**src/frs_pkg.sv**
```systemverilog
// Shared types and constants of the flash request sequencer.
package frs_pkg;

	// Field widths of the request and command transactions.
	localparam int unsigned CMD_W   = 3;
	localparam int unsigned ADDR_W  = 24;
	localparam int unsigned LEN_W   = 25;
	localparam int unsigned OP_W    = 3;
	localparam int unsigned HW_W    = 32;
	localparam int unsigned ST_W    = 3;
	localparam int unsigned CUR_W   = 32;
	localparam int unsigned PADDR_W = 4;
	localparam int unsigned PDATA_W = 32;

	// Request command codes.
	localparam logic [CMD_W-1:0] CMD_WRITE       = 3'd0;
	localparam logic [CMD_W-1:0] CMD_CHANGE      = 3'd1;
	localparam logic [CMD_W-1:0] CMD_READ        = 3'd2;
	localparam logic [CMD_W-1:0] CMD_ERASE_ALL   = 3'd3;
	localparam logic [CMD_W-1:0] CMD_DRIVER_DONE = 3'd4;

	// Request modes held while a request is in progress.
	localparam logic [1:0] MODE_WRITE  = 2'd0;
	localparam logic [1:0] MODE_CHANGE = 2'd1;
	localparam logic [1:0] MODE_READ   = 2'd2;
	localparam logic [1:0] MODE_ERASE  = 2'd3;

	// Flash operation codes.
	localparam logic [OP_W-1:0] OP_ERASE_SECTOR = 3'd0;
	localparam logic [OP_W-1:0] OP_ERASE_32K    = 3'd1;
	localparam logic [OP_W-1:0] OP_ERASE_64K    = 3'd2;
	localparam logic [OP_W-1:0] OP_PROGRAM      = 3'd3;
	localparam logic [OP_W-1:0] OP_READ         = 3'd4;
	localparam logic [OP_W-1:0] OP_FINISHED     = 3'd5;

	// Final status codes.
	localparam logic [ST_W-1:0] ST_OK        = 3'd0;
	localparam logic [ST_W-1:0] ST_ADDR_ERR  = 3'd1;
	localparam logic [ST_W-1:0] ST_DATA_ERR  = 3'd2;
	localparam logic [ST_W-1:0] ST_ERASE_ERR = 3'd3;
	localparam logic [ST_W-1:0] ST_PROG_ERR  = 3'd4;
	localparam logic [ST_W-1:0] ST_READ_ERR  = 3'd5;

	// Register indexes on the configuration port.
	localparam logic [1:0] REG_WINDOW_START  = 2'd0;
	localparam logic [1:0] REG_WINDOW_VOLUME = 2'd1;
	localparam logic [1:0] REG_PAGE_LOG2     = 2'd2;
	localparam logic [1:0] REG_SECTOR_LOG2   = 2'd3;

	// Erase block sizes in bytes.
	localparam logic [CUR_W-1:0] BLK64 = 32'h0001_0000;
	localparam logic [CUR_W-1:0] BLK32 = 32'h0000_8000;

	// One request transaction.
	typedef struct packed {
		logic [CMD_W-1:0]  cmd;
		logic [ADDR_W-1:0] addr;
		logic [LEN_W-1:0]  length;
		logic              driver_ok;
	} req_t;

	// One command transaction.
	typedef struct packed {
		logic [OP_W-1:0]  op;
		logic [HW_W-1:0]  hw_addr;
		logic [LEN_W-1:0] op_len;
		logic [LEN_W-1:0] buf_offset;
		logic [ST_W-1:0]  status;
	} res_t;

	// Configuration register contents.
	typedef struct packed {
		logic [HW_W-1:0]  window_start;
		logic [LEN_W-1:0] window_volume;
		logic [3:0]       page_size_log2;
		logic [4:0]       sector_size_log2;
	} cfg_t;

	// Input register status toward the sequencing core.
	typedef struct packed {
		logic valid;
		req_t item;
	} stage_t;

endpackage

```
**src/frs_if.sv**
```systemverilog
// Handshake interfaces for the request and command channels.
interface frs_req_if;
	import frs_pkg::*;

	logic              valid;
	logic              ready;
	logic [CMD_W-1:0]  cmd;
	logic [ADDR_W-1:0] addr;
	logic [LEN_W-1:0]  length;
	logic              driver_ok;

	modport source (output valid, output cmd, output addr, output length, output driver_ok,
		input ready);
	modport sink (input valid, input cmd, input addr, input length, input driver_ok,
		output ready);
endinterface

interface frs_cmd_if;
	import frs_pkg::*;

	logic             valid;
	logic             ready;
	logic [OP_W-1:0]  op;
	logic [HW_W-1:0]  hw_addr;
	logic [LEN_W-1:0] op_len;
	logic [LEN_W-1:0] buf_offset;
	logic [ST_W-1:0]  status;

	modport source (output valid, output op, output hw_addr, output op_len, output buf_offset,
		output status, input ready);
	modport sink (input valid, input op, input hw_addr, input op_len, input buf_offset,
		input status, output ready);
endinterface

```
**src/flash_request_sequencer.sv**
```systemverilog
// Flash request sequencer: turns each request transaction into at most one flash command.
// A request transaction enters the input register when accepted; its command is registered
// when it advances, once the last result is taken. Throughput: one transaction per cycle
// unless the command channel stalls; state is updated in the same cycle as the result.
// Reset: arst_n clears the request state and both valid bits, config returns to defaults.
module flash_request_sequencer #(
	parameter int unsigned ADDR_BITS = 24
) (
	input  logic                        clk,
	input  logic                        arst_n,
	input  logic                        psel,
	input  logic                        penable,
	input  logic                        pwrite,
	input  logic [frs_pkg::PADDR_W-1:0] paddr,
	input  logic [frs_pkg::PDATA_W-1:0] pwdata,
	output logic [frs_pkg::PDATA_W-1:0] prdata,
	output logic                        pready,
	frs_req_if.sink                     request,
	frs_cmd_if.source                   command
);
	import frs_pkg::*;

	cfg_t   cfg;
	req_t   in_item;
	logic   in_ready;
	stage_t stage;
	logic   advance;
	logic   out_valid;
	res_t   out_item;

	// Configuration registers.
	frs_cfg_regs u_cfg (
		.clk     (clk),
		.arst_n  (arst_n),
		.psel    (psel),
		.penable (penable),
		.pwrite  (pwrite),
		.paddr   (paddr),
		.pwdata  (pwdata),
		.prdata  (prdata),
		.pready  (pready),
		.cfg     (cfg)
	);

	// Request channel into the input register.
	assign in_item.cmd       = request.cmd;
	assign in_item.addr      = request.addr;
	assign in_item.length    = request.length;
	assign in_item.driver_ok = request.driver_ok;
	assign request.ready     = in_ready;

	frs_in_stage u_in (
		.clk      (clk),
		.arst_n   (arst_n),
		.in_valid (request.valid),
		.in_item  (in_item),
		.in_ready (in_ready),
		.advance  (advance),
		.stage    (stage)
	);

	// Sequencing core with the result register.
	frs_core #(
		.ADDR_BITS (ADDR_BITS)
	) u_core (
		.clk       (clk),
		.arst_n    (arst_n),
		.cfg       (cfg),
		.stage     (stage),
		.advance   (advance),
		.out_valid (out_valid),
		.out_item  (out_item),
		.out_ready (command.ready)
	);

	// Command channel from the result register.
	assign command.valid      = out_valid;
	assign command.op         = out_item.op;
	assign command.hw_addr    = out_item.hw_addr;
	assign command.op_len     = out_item.op_len;
	assign command.buf_offset = out_item.buf_offset;
	assign command.status     = out_item.status;

endmodule

```
**src/frs_cfg_regs.sv**
```systemverilog
// APB configuration registers of the flash request sequencer.
module frs_cfg_regs (
	input  logic                         clk,
	input  logic                         arst_n,
	input  logic                         psel,
	input  logic                         penable,
	input  logic                         pwrite,
	input  logic [frs_pkg::PADDR_W-1:0]  paddr,
	input  logic [frs_pkg::PDATA_W-1:0]  pwdata,
	output logic [frs_pkg::PDATA_W-1:0]  prdata,
	output logic                         pready,
	output frs_pkg::cfg_t                cfg
);
	import frs_pkg::*;

	cfg_t       cfg_q;
	logic [1:0] reg_idx;
	logic       wr_en;

	assign reg_idx = paddr[3:2];
	assign wr_en   = psel && penable && pwrite;
	assign pready  = 1'b1;
	assign cfg     = cfg_q;

	// Register writes complete in the access phase.
	always_ff @(posedge clk or negedge arst_n) begin
		if (!arst_n) begin
			cfg_q.window_start     <= '0;
			cfg_q.window_volume    <= 25'h100_0000;
			cfg_q.page_size_log2   <= 4'd8;
			cfg_q.sector_size_log2 <= 5'd12;
		end else if (wr_en) begin
			unique case (reg_idx)
				REG_WINDOW_START:  cfg_q.window_start     <= pwdata;
				REG_WINDOW_VOLUME: cfg_q.window_volume    <= pwdata[LEN_W-1:0];
				REG_PAGE_LOG2:     cfg_q.page_size_log2   <= pwdata[3:0];
				REG_SECTOR_LOG2:   cfg_q.sector_size_log2 <= pwdata[4:0];
			endcase
		end
	end

	// Read data, zero extended.
	always_comb begin
		unique case (reg_idx)
			REG_WINDOW_START:  prdata = cfg_q.window_start;
			REG_WINDOW_VOLUME: prdata = 32'(cfg_q.window_volume);
			REG_PAGE_LOG2:     prdata = 32'(cfg_q.page_size_log2);
			REG_SECTOR_LOG2:   prdata = 32'(cfg_q.sector_size_log2);
		endcase
	end

endmodule

```
**src/frs_in_stage.sv**
```systemverilog
// Input register that holds one request transaction for the sequencing core.
module frs_in_stage (
	input  logic           clk,
	input  logic           arst_n,
	input  logic           in_valid,
	input  frs_pkg::req_t  in_item,
	output logic           in_ready,
	input  logic           advance,
	output frs_pkg::stage_t stage
);
	import frs_pkg::*;

	logic valid_s1;
	req_t item_s1;

	// The register frees up whenever its transaction moves on.
	assign in_ready    = !valid_s1 || advance;
	assign stage.valid = valid_s1;
	assign stage.item  = item_s1;

	always_ff @(posedge clk or negedge arst_n) begin
		if (!arst_n) begin
			valid_s1 <= 1'b0;
		end else if (in_ready) begin
			valid_s1 <= in_valid;
		end
	end

	always_ff @(posedge clk) begin
		if (in_valid && in_ready) begin
			item_s1 <= in_item;
		end
	end

endmodule

```
**src/frs_core.sv**
```systemverilog
// Request state and command generation with the result register.
module frs_core #(
	parameter int unsigned ADDR_BITS = 24
) (
	input  logic            clk,
	input  logic            arst_n,
	input  frs_pkg::cfg_t   cfg,
	input  frs_pkg::stage_t stage,
	output logic            advance,
	output logic            out_valid,
	output frs_pkg::res_t   out_item,
	input  logic            out_ready
);
	import frs_pkg::*;

	localparam logic [32:0] VOL_CAP = 33'd1 << ADDR_BITS;

	// Bytes that fit from the cursor to the end of its page, bounded by what is left.
	function automatic logic [LEN_W-1:0] chunk_len(input logic [CUR_W-1:0] cur,
		input logic [LEN_W-1:0] done, input logic [LEN_W-1:0] rlen, input logic [3:0] psl);
		logic [15:0]      pg;
		logic [15:0]      room;
		logic [LEN_W-1:0] rem;
		pg   = 16'd1 << psl;
		room = pg - (cur[15:0] & (pg - 16'd1));
		rem  = (rlen > done) ? rlen - done : '0;
		return (rem < LEN_W'(room)) ? rem : LEN_W'(room);
	endfunction

	// True when the cursor sits on a sector boundary.
	function automatic logic sector_start(input logic [CUR_W-1:0] cur, input logic [4:0] ssl);
		logic [CUR_W-1:0] mask;
		mask = (32'd1 << ssl) - 32'd1;
		return (cur & mask) == '0;
	endfunction

	// Request state.
	logic             busy_q, busy_d;
	logic [1:0]       req_mode_q, req_mode_d;
	logic [OP_W-1:0]  pending_op_q, pending_op_d;
	logic [CUR_W-1:0] cursor_q, cursor_d;
	logic [LEN_W-1:0] bytes_done_q, bytes_done_d;
	logic [LEN_W-1:0] request_len_q, request_len_d;

	// Result register.
	logic out_valid_s2;
	res_t res_s2;

	// Datapath terms.
	req_t             item;
	logic             is_new;
	logic [LEN_W-1:0] vol;
	logic [15:0]      pg;
	logic [15:0]      change_room;
	logic [LEN_W-1:0] c1;
	logic [CUR_W-1:0] adv_cur;
	logic [LEN_W-1:0] adv_done;
	logic [CUR_W-1:0] step;
	logic [CUR_W-1:0] ecur;
	logic             e_fin;
	logic [LEN_W-1:0] space;
	logic [OP_W-1:0]  e_op;
	logic [CUR_W-1:0] wcur;
	logic [LEN_W-1:0] wdone;
	logic [LEN_W-1:0] wrlen;
	logic [LEN_W-1:0] c2;
	logic             w_sec;

	// Result assembly.
	logic             produce;
	logic             do_erase;
	logic             do_wstart;
	logic             do_prog;
	logic [OP_W-1:0]  r_op;
	logic [LEN_W-1:0] r_len;
	logic [LEN_W-1:0] r_off;
	logic [ST_W-1:0]  r_st;
	logic [CUR_W-1:0] sel_addr;
	res_t             res_d;

	assign item      = stage.item;
	assign advance   = stage.valid && (!out_valid_s2 || out_ready);
	assign out_valid = out_valid_s2;
	assign out_item  = res_s2;

	// Shared address arithmetic.
	always_comb begin
		is_new      = (item.cmd <= CMD_ERASE_ALL);
		vol         = (33'(cfg.window_volume) < VOL_CAP) ? cfg.window_volume
			: VOL_CAP[LEN_W-1:0];
		pg          = 16'd1 << cfg.page_size_log2;
		change_room = pg - (item.addr[15:0] & (pg - 16'd1));

		// Advance after a finished program chunk.
		c1       = chunk_len(cursor_q, bytes_done_q, request_len_q, cfg.page_size_log2);
		adv_cur  = cursor_q + CUR_W'(c1);
		adv_done = bytes_done_q + c1;

		// Next erase block of an erase-all walk.
		unique case (pending_op_q)
			OP_ERASE_64K: step = BLK64;
			OP_ERASE_32K: step = BLK32;
			default:      step = 32'd1 << cfg.sector_size_log2;
		endcase
		ecur  = is_new ? '0 : cursor_q + step;
		e_fin = ecur >= CUR_W'(vol);
		space = vol - ecur[LEN_W-1:0];
		if (cfg.window_start[15:0] == '0 && space >= BLK64[LEN_W-1:0]) begin
			e_op = OP_ERASE_64K;
		end else if (cfg.window_start[14:0] == '0 && space >= BLK32[LEN_W-1:0]) begin
			e_op = OP_ERASE_32K;
		end else begin
			e_op = OP_ERASE_SECTOR;
		end

		// Write chunk position: new request, after a sector erase, or after a program.
		if (is_new) begin
			wcur  = CUR_W'(item.addr);
			wdone = '0;
			wrlen = item.length;
		end else if (pending_op_q == OP_ERASE_SECTOR) begin
			wcur  = cursor_q;
			wdone = bytes_done_q;
			wrlen = request_len_q;
		end else begin
			wcur  = adv_cur;
			wdone = adv_done;
			wrlen = request_len_q;
		end
		c2    = chunk_len(wcur, wdone, wrlen, cfg.page_size_log2);
		w_sec = sector_start(wcur, cfg.sector_size_log2);
	end

	// Decision for the transaction in the input register.
	always_comb begin
		busy_d        = busy_q;
		req_mode_d    = req_mode_q;
		pending_op_d  = pending_op_q;
		cursor_d      = cursor_q;
		bytes_done_d  = bytes_done_q;
		request_len_d = request_len_q;
		produce       = 1'b0;
		do_erase      = 1'b0;
		do_wstart     = 1'b0;
		do_prog       = 1'b0;
		r_op          = OP_FINISHED;
		r_len         = '0;
		r_off         = '0;
		r_st          = ST_OK;
		sel_addr      = '0;

		if (is_new) begin
			// A new request is taken only while no request is in progress.
			if (!busy_q) begin
				produce       = 1'b1;
				busy_d        = 1'b1;
				req_mode_d    = item.cmd[1:0];
				cursor_d      = '0;
				bytes_done_d  = '0;
				request_len_d = '0;
				if (item.cmd == CMD_ERASE_ALL) begin
					do_erase = 1'b1;
				end else if (CUR_W'(item.addr) >= CUR_W'(vol)) begin
					busy_d = 1'b0;
					r_st   = ST_ADDR_ERR;
				end else if (item.length == '0
					|| item.length > vol - LEN_W'(item.addr)) begin
					busy_d = 1'b0;
					r_st   = ST_DATA_ERR;
				end else begin
					cursor_d      = CUR_W'(item.addr);
					request_len_d = item.length;
					if (item.cmd == CMD_WRITE) begin
						do_wstart = 1'b1;
					end else if (item.cmd == CMD_CHANGE) begin
						if (item.length > LEN_W'(change_room)) begin
							busy_d = 1'b0;
							r_st   = ST_DATA_ERR;
						end else begin
							pending_op_d = OP_PROGRAM;
							r_op         = OP_PROGRAM;
							r_len        = item.length;
							sel_addr     = CUR_W'(item.addr);
						end
					end else begin
						pending_op_d = OP_READ;
						r_op         = OP_READ;
						r_len        = item.length;
						sel_addr     = CUR_W'(item.addr);
					end
				end
			end
		end else if (item.cmd == CMD_DRIVER_DONE && busy_q) begin
			produce = 1'b1;
			if (!item.driver_ok) begin
				// Driver failure ends the request with the matching error.
				busy_d = 1'b0;
				if (pending_op_q <= OP_ERASE_64K) begin
					r_st = ST_ERASE_ERR;
				end else if (pending_op_q == OP_PROGRAM) begin
					r_st = ST_PROG_ERR;
				end else begin
					r_st = ST_READ_ERR;
				end
			end else begin
				unique case (req_mode_q)
					MODE_WRITE: begin
						if (pending_op_q == OP_ERASE_SECTOR) begin
							do_prog = 1'b1;
						end else begin
							cursor_d     = adv_cur;
							bytes_done_d = adv_done;
							if (adv_done >= request_len_q || adv_cur >= CUR_W'(vol)) begin
								busy_d = 1'b0;
							end else begin
								do_wstart = 1'b1;
							end
						end
					end
					MODE_ERASE: begin
						do_erase = 1'b1;
					end
					MODE_CHANGE, MODE_READ: begin
						busy_d = 1'b0;
					end
				endcase
			end
		end

		// Next erase block, or the end of the walk.
		if (do_erase) begin
			cursor_d = ecur;
			if (e_fin) begin
				busy_d = 1'b0;
			end else begin
				pending_op_d = e_op;
				r_op         = e_op;
				sel_addr     = ecur;
			end
		end

		// A chunk that starts on a sector boundary erases that sector first.
		if (do_wstart) begin
			if (w_sec) begin
				pending_op_d = OP_ERASE_SECTOR;
				r_op         = OP_ERASE_SECTOR;
				sel_addr     = wcur;
			end else begin
				do_prog = 1'b1;
			end
		end

		// Program one page chunk.
		if (do_prog) begin
			pending_op_d = OP_PROGRAM;
			r_op         = OP_PROGRAM;
			r_len        = c2;
			r_off        = wdone;
			sel_addr     = wcur;
		end

		res_d.op         = r_op;
		res_d.hw_addr    = (r_op == OP_FINISHED) ? '0 : cfg.window_start + sel_addr;
		res_d.op_len     = r_len;
		res_d.buf_offset = r_off;
		res_d.status     = r_st;
	end

	// State and result valid update.
	always_ff @(posedge clk or negedge arst_n) begin
		if (!arst_n) begin
			busy_q        <= 1'b0;
			req_mode_q    <= MODE_WRITE;
			pending_op_q  <= OP_ERASE_SECTOR;
			cursor_q      <= '0;
			bytes_done_q  <= '0;
			request_len_q <= '0;
			out_valid_s2  <= 1'b0;
		end else if (advance) begin
			busy_q        <= busy_d;
			req_mode_q    <= req_mode_d;
			pending_op_q  <= pending_op_d;
			cursor_q      <= cursor_d;
			bytes_done_q  <= bytes_done_d;
			request_len_q <= request_len_d;
			out_valid_s2  <= produce;
		end else if (out_ready) begin
			out_valid_s2 <= 1'b0;
		end
	end

	// Result payload.
	always_ff @(posedge clk) begin
		if (advance && produce) begin
			res_s2 <= res_d;
		end
	end

endmodule
```
**src/flat_wrapper.sv**
```systemverilog
// flat-port wrapper written by rule: the top's interface ports become plain ports
module flash_request_sequencer_flat import frs_pkg::*;
#(
	parameter int unsigned ADDR_BITS = 24
)
  (clk, arst_n, psel, penable, pwrite, paddr, pwdata, prdata, pready, request_valid, request_cmd, request_addr, request_length, request_driver_ok, request_ready, command_valid, command_op, command_hw_addr, command_op_len, command_buf_offset, command_status, command_ready);
  frs_req_if request_i ();
  frs_cmd_if command_i ();
  input  logic clk;
  input  logic arst_n;
  input  logic psel;
  input  logic penable;
  input  logic pwrite;
  input  logic [frs_pkg::PADDR_W-1:0] paddr;
  input  logic [frs_pkg::PDATA_W-1:0] pwdata;
  output logic [frs_pkg::PDATA_W-1:0] prdata;
  output logic pready;
  input wire logic [$bits(request_i.valid)-1:0] request_valid;
  input wire logic [$bits(request_i.cmd)-1:0] request_cmd;
  input wire logic [$bits(request_i.addr)-1:0] request_addr;
  input wire logic [$bits(request_i.length)-1:0] request_length;
  input wire logic [$bits(request_i.driver_ok)-1:0] request_driver_ok;
  output wire logic [$bits(request_i.ready)-1:0] request_ready;
  output wire logic [$bits(command_i.valid)-1:0] command_valid;
  output wire logic [$bits(command_i.op)-1:0] command_op;
  output wire logic [$bits(command_i.hw_addr)-1:0] command_hw_addr;
  output wire logic [$bits(command_i.op_len)-1:0] command_op_len;
  output wire logic [$bits(command_i.buf_offset)-1:0] command_buf_offset;
  output wire logic [$bits(command_i.status)-1:0] command_status;
  input wire logic [$bits(command_i.ready)-1:0] command_ready;
  assign request_i.valid = request_valid;
  assign request_i.cmd = request_cmd;
  assign request_i.addr = request_addr;
  assign request_i.length = request_length;
  assign request_i.driver_ok = request_driver_ok;
  assign request_ready = request_i.ready;
  assign command_valid = command_i.valid;
  assign command_op = command_i.op;
  assign command_hw_addr = command_i.hw_addr;
  assign command_op_len = command_i.op_len;
  assign command_buf_offset = command_i.buf_offset;
  assign command_status = command_i.status;
  assign command_i.ready = command_ready;
  flash_request_sequencer #(.ADDR_BITS(ADDR_BITS)) u_core (.clk(clk), .arst_n(arst_n), .psel(psel), .penable(penable), .pwrite(pwrite), .paddr(paddr), .pwdata(pwdata), .prdata(prdata), .pready(pready), .request(request_i), .command(command_i));
endmodule
```
**config.mk**
```make
export PLATFORM = sky130hd
export DESIGN_NAME = flash_request_sequencer_flat
export DESIGN_NICKNAME = d
export VERILOG_FILES = /design/src/frs_pkg.sv /design/src/frs_if.sv /design/src/flash_request_sequencer.sv /design/src/frs_cfg_regs.sv /design/src/frs_in_stage.sv /design/src/frs_core.sv /design/src/flat_wrapper.sv
export SDC_FILE = /design/constraint.sdc
export NUM_CORES = 2
export LEC_CHECK = 0
export BUFFER_PORTS_ARGS = -buffer_cell sky130_fd_sc_hd__buf_2
export CAP_MARGIN = 0
export CORE_UTILIZATION = 60
export CTS_CLUSTER_SIZE = 25
export DETAILED_ROUTE_END_ITERATION = 7
export PLACE_DENSITY = 0.87
export REMOVE_ABC_BUFFERS = 1
export SYNTH_ARGS = -nofsm -noshare
export SYNTH_HDL_FRONTEND = slang
export SYNTH_SLANG_ARGS = --single-unit
```
**constraint.sdc**
```tcl
create_clock -name clk -period 25.2 [get_ports clk]
set_input_delay 1.26 -clock clk [delete_from_list [all_inputs] [get_ports clk]]
set_output_delay 1.26 -clock clk [all_outputs]
set_load 0.005 [all_outputs]
```
==> results.md <==
| Result | This run | Unit |
|:---|:---|:---|
| Most common cell after layout, fill and taps aside | sky130_fd_sc_hd__nand2_1 | - |
| Final routed wire length divided by cell count | 23.6 | um |
| Global-route wire length before repair | 174000 | um |
| Distinct cell type count after synthesis | 101 | - |
| Number of buffers created by CTS | 36 | - |
| DRC violations left | 13 | - |
| Slew margin rel. | 15.9 | % |
| Post-detail-place hpwl | 88800 | um |
| CTS resizes | 0 | - |
| Area enclosed by the die boundary | 54800 | um^2 |
| Failing checks | design-rule violations | - |
| Aggregate negative setup slack | 0 | ps |
| Die Y-Extent | 234 | um |
| Setup violations, final | 0 | - |
| Post-synthesis sequential area ratio | 25.2 | % |
| Fraction of layout cells with a size suffix above 1 | 12.1 | % |
| DR iter-0 viols | 3716 | - |
| Initial core utilization | 61.2 | % |
| Max-slew violations | 0 | - |
| Critical Setup Path Class | reg -> reg | - |
| Area of the core | 52900 | um^2 |
| Clock period minus final worst setup slack | 17470 | ps |
| Mux share of post-synthesis cell area | 4.83 | % |
| Width of the die | 234 | um |
| Origin of the worst min-delay path | u_core.u_core.bytes_done_q[10]$_DFFE_PN0P_ | - |
| Critical path capture point type | register | - |
| Number of rows created at floorplan | 84 | - |
| Worst path required time | 25510 | ps |
| Data arrival, critical path | 17780 | ps |
| Source-to-sink clock delay at the later pin of the worst-skew pair | 580 | ps |
| Crit path launch | u_core.u_cfg.cfg[7]$_DFFE_PN0P_ | - |
| Maximum number of pins on one net before global-route repair | 63 | - |
| Classification of the worst-slack hold path | reg -> reg | - |
| Clock root cell | sky130_fd_sc_hd__clkbuf_16 | - |
| Residual overflow from global routing | 0 | - |
| Post-CTS setup repair buffer count | 0 | - |
| Crit path max fanout | 26 | - |
| Diodes inserted | 0 | - |
| Total number of vias | 33005 | - |
| Number of synthesized flops with an enable pin | 141 | - |
| Fraction of the cycle the final worst path needs | 69.3 | % |
| Number of buffers between clock root and the deepest sink | 3 | - |
| Via-to-Cell Ratio | 6.76 | - |
| Total of buffers placed on input and output ports | 215 | - |
| Overall global routing resource usage | 41.3 | % |
| Synthesized cell area | 32300 | um^2 |
| Compound-gate portion of the synthesized area | 24.6 | % |
| TritonCTS clock tree | yes | - |
| Synth warnings | 0 | - |
| TritonRoute pass-1 iters | 8 | - |
| Final clock skew | 28.7 | ps |
| Synthesized instance count | 4031 | - |
| Top-area cell type share of the netlist area | 14.4 | % |
| FF+latch count, synth | 297 | - |
| Clock sink count | 297 | - |
| Routed Wire Length | 115000 | um |
| Result of the run | finished, violations left | - |
| Post-route antenna net violation count | 0 | - |
| Total number of H-tree levels | 2 | - |
| Syn_area_per_cell | 8.02 | um^2 |
| Count of nets after finishing | 4639 | - |
| RePlAce Congestion | 1.04 | - |
| Achievable frequency | 57.2 | MHz |
| Count of boundary I/O pins | 219 | - |
| Cell at the slowest stage of the critical path | sky130_fd_sc_hd__o311ai_0 | - |
| Max stage delay on crit path | 1070 | ps |
| Share of synthesized registers carrying an async set or reset | 52.5 | % |
| Synth top area cells | sky130_fd_sc_hd__ha_1, sky130_fd_sc_hd__edfxtp_1, sky130_fd_sc_hd__dfrtp_1 | - |
| Most common flop cell mapped by yosys | sky130_fd_sc_hd__dfrtp_1 | - |
| Setup repair after global routing missed its margin | false | - |
| Number of hold violations in the final report | 0 | - |
| Fraction of synthesized cell area in xor and xnor cells | 5.17 | % |
| Startpoint of the most critical register-to-register path | u_core.u_cfg.cfg[7]$_DFFE_PN0P_ | - |
| Tightest Pin Transition | 1250 | ps |
| Area added between synthesis and finish | 8.93 | % |
| Antenna violations before repair | 1 | - |
| Share of synthesized cell area in full adder, half adder and majority cells | 14.8 | % |
| Number of global-route vias before repair | 31019 | - |
| Count of hold-fix buffers inserted at cts | 0 | - |
| Combinational family with the most area after synthesis | compound AO/OA/AOI/OAI gates | - |
| Clock transition at the registers of the reported paths | 70 | ps |
| Max_cap viols | 0 | - |
| Simple-gate share of the synthesized area | 20.3 | % |
| Biggest area consumer among synthesized cells | sky130_fd_sc_hd__ha_1 | - |
| Highest-count cells in the layout ignoring fill and taps | sky130_fd_sc_hd__nand2_1, sky130_fd_sc_hd__ha_1, sky130_fd_sc_hd__nor2_1 | - |
| Fill count | 4497 | - |
| Crit path launch type | register | - |
## kinds of logic after synthesis
family | after synthesis
DFF | 297
and+or+nand+nor | 1381
muxes | 140
adders and majority gates | 378
buffers and inverters | 421
other | 2
xor gates and xnor gates | 191
AOI/OAI and AO/OA | 1221
## state kept, by name, indices dropped and copies added (netlist names)
register,flops
u_core.u_cfg.cfg,66
u_core.u_core.request_len_q,25
u_core.u_core.req_mode_q,2
u_core.u_core.cursor_q,32
u_core.u_core.out_item,88
u_core.u_core.bytes_done_q,25
u_core.u_in.valid_s1,1
u_core.u_in.stage,53
u_core.u_core.busy_q,1
u_core.u_core.out_valid,1
u_core.u_core.pending_op_q,3
## critical path, delay by kind of cell, from the launching register on
kind | cells | cell delay (ps)
AND/OR/NAND/NOR | 22 | 5660
AO/OA/AOI/OAI | 24 | 6930
buffers and inverters | 6 | 1320
flip-flops | 1 | 400
multiplexers | 1 | 450
XOR/XNOR | 2 | 550
adder cells (fa/ha/maj) | 5 | 1840
## path summary, 6_finish.rpt
path / to / slack, ps / depth (start not counted)
max in group asynchronous: u_core.u_cfg.cfg[20]$_DFFE_PN0P_ / 22570 / 3
min: u_core.u_core.bytes_done_q[10]$_DFFE_PN0P_ / 530 / 2
max reg2reg: u_core.u_core.out_item[83]$_SDFFCE_PN0P_ / 7730 / 60
max: u_core.u_core.out_item[83]$_SDFFCE_PN0P_ / 7730 / 60
min reg2reg: u_core.u_core.bytes_done_q[10]$_DFFE_PN0P_ / 530 / 2
min in group asynchronous: u_core.u_core.bytes_done_q[20]$_DFFE_PN0P_ / 610 / 1
## final cells by class
type / count / area (um^2) / area share (%)
repair buffers: 260 / 1420 / 4.03
clock buffers: 50 / 1020 / 2.91
well taps: 688 / 861 / 2.44
inverters: 241 / 905 / 2.57
clock inverters: 16 / 200 / 0.568
multi-input cells: 3329 / 22700 / 64.4
flip-flops and latches: 297 / 8140 / 23.1
## layer usage
layer	GRT usage, %	part of all wire (%)
met5	0	0.0087
met4	25.5	6.8
met3	8.54	11
met2	64.5	44
met1	52.2	38
## per-stage QoR
stage	instances	util (%)	hold slack, ps	cell area (um^2)	setup slack, ps
4_1_cts	4881	66.7	527	35200	8170
3_3_place_gp	4815	64.3	502	34000	8460
6_report	4881	66.7	530	35200	7730
3_5_place_dp	4815	64.3	513	34000	8250
5_1_grt	4881	66.7	556	35200	6900
2_1_floorplan	3867	-	478	31700	11440
## synthesized netlist by cell type, types with 27 or more instances
| library cell | count |
|---|---|
| sky130_fd_sc_hd__xnor2_1 | 123 |
| sky130_fd_sc_hd__and3_1 | 36 |
| sky130_fd_sc_hd__mux2i_1 | 48 |
| sky130_fd_sc_hd__nor3_1 | 74 |
| sky130_fd_sc_hd__inv_1 | 240 |
| sky130_fd_sc_hd__nand2b_1 | 42 |
| sky130_fd_sc_hd__o211ai_1 | 27 |
| sky130_fd_sc_hd__clkbuf_1 | 138 |
| sky130_fd_sc_hd__a21oi_1 | 309 |
| sky130_fd_sc_hd__and2_1 | 42 |
| sky130_fd_sc_hd__or2_2 | 28 |
| sky130_fd_sc_hd__nor2_1 | 343 |
| sky130_fd_sc_hd__nand3_1 | 89 |
| sky130_fd_sc_hd__o21bai_1 | 31 |
| sky130_fd_sc_hd__nor2b_1 | 60 |
| sky130_fd_sc_hd__a21o_1 | 136 |
| sky130_fd_sc_hd__or3_1 | 39 |
| sky130_fd_sc_hd__nand2_1 | 464 |
| sky130_fd_sc_hd__edfxtp_1 | 141 |
| sky130_fd_sc_hd__o31ai_1 | 27 |
| sky130_fd_sc_hd__dfrtp_1 | 152 |
| sky130_fd_sc_hd__a31oi_1 | 44 |
| sky130_fd_sc_hd__xor2_1 | 68 |
| sky130_fd_sc_hd__a211oi_1 | 42 |
| sky130_fd_sc_hd__ha_1 | 371 |
| sky130_fd_sc_hd__mux2_2 | 88 |
| sky130_fd_sc_hd__o21a_1 | 40 |
| sky130_fd_sc_hd__o21ai_0 | 284 |
| sky130_fd_sc_hd__nand4_1 | 60 |
Power is left out: the tool's default activity adds up to more than one toggle a clock period on the data nets, which glitch-free logic cannot reach.
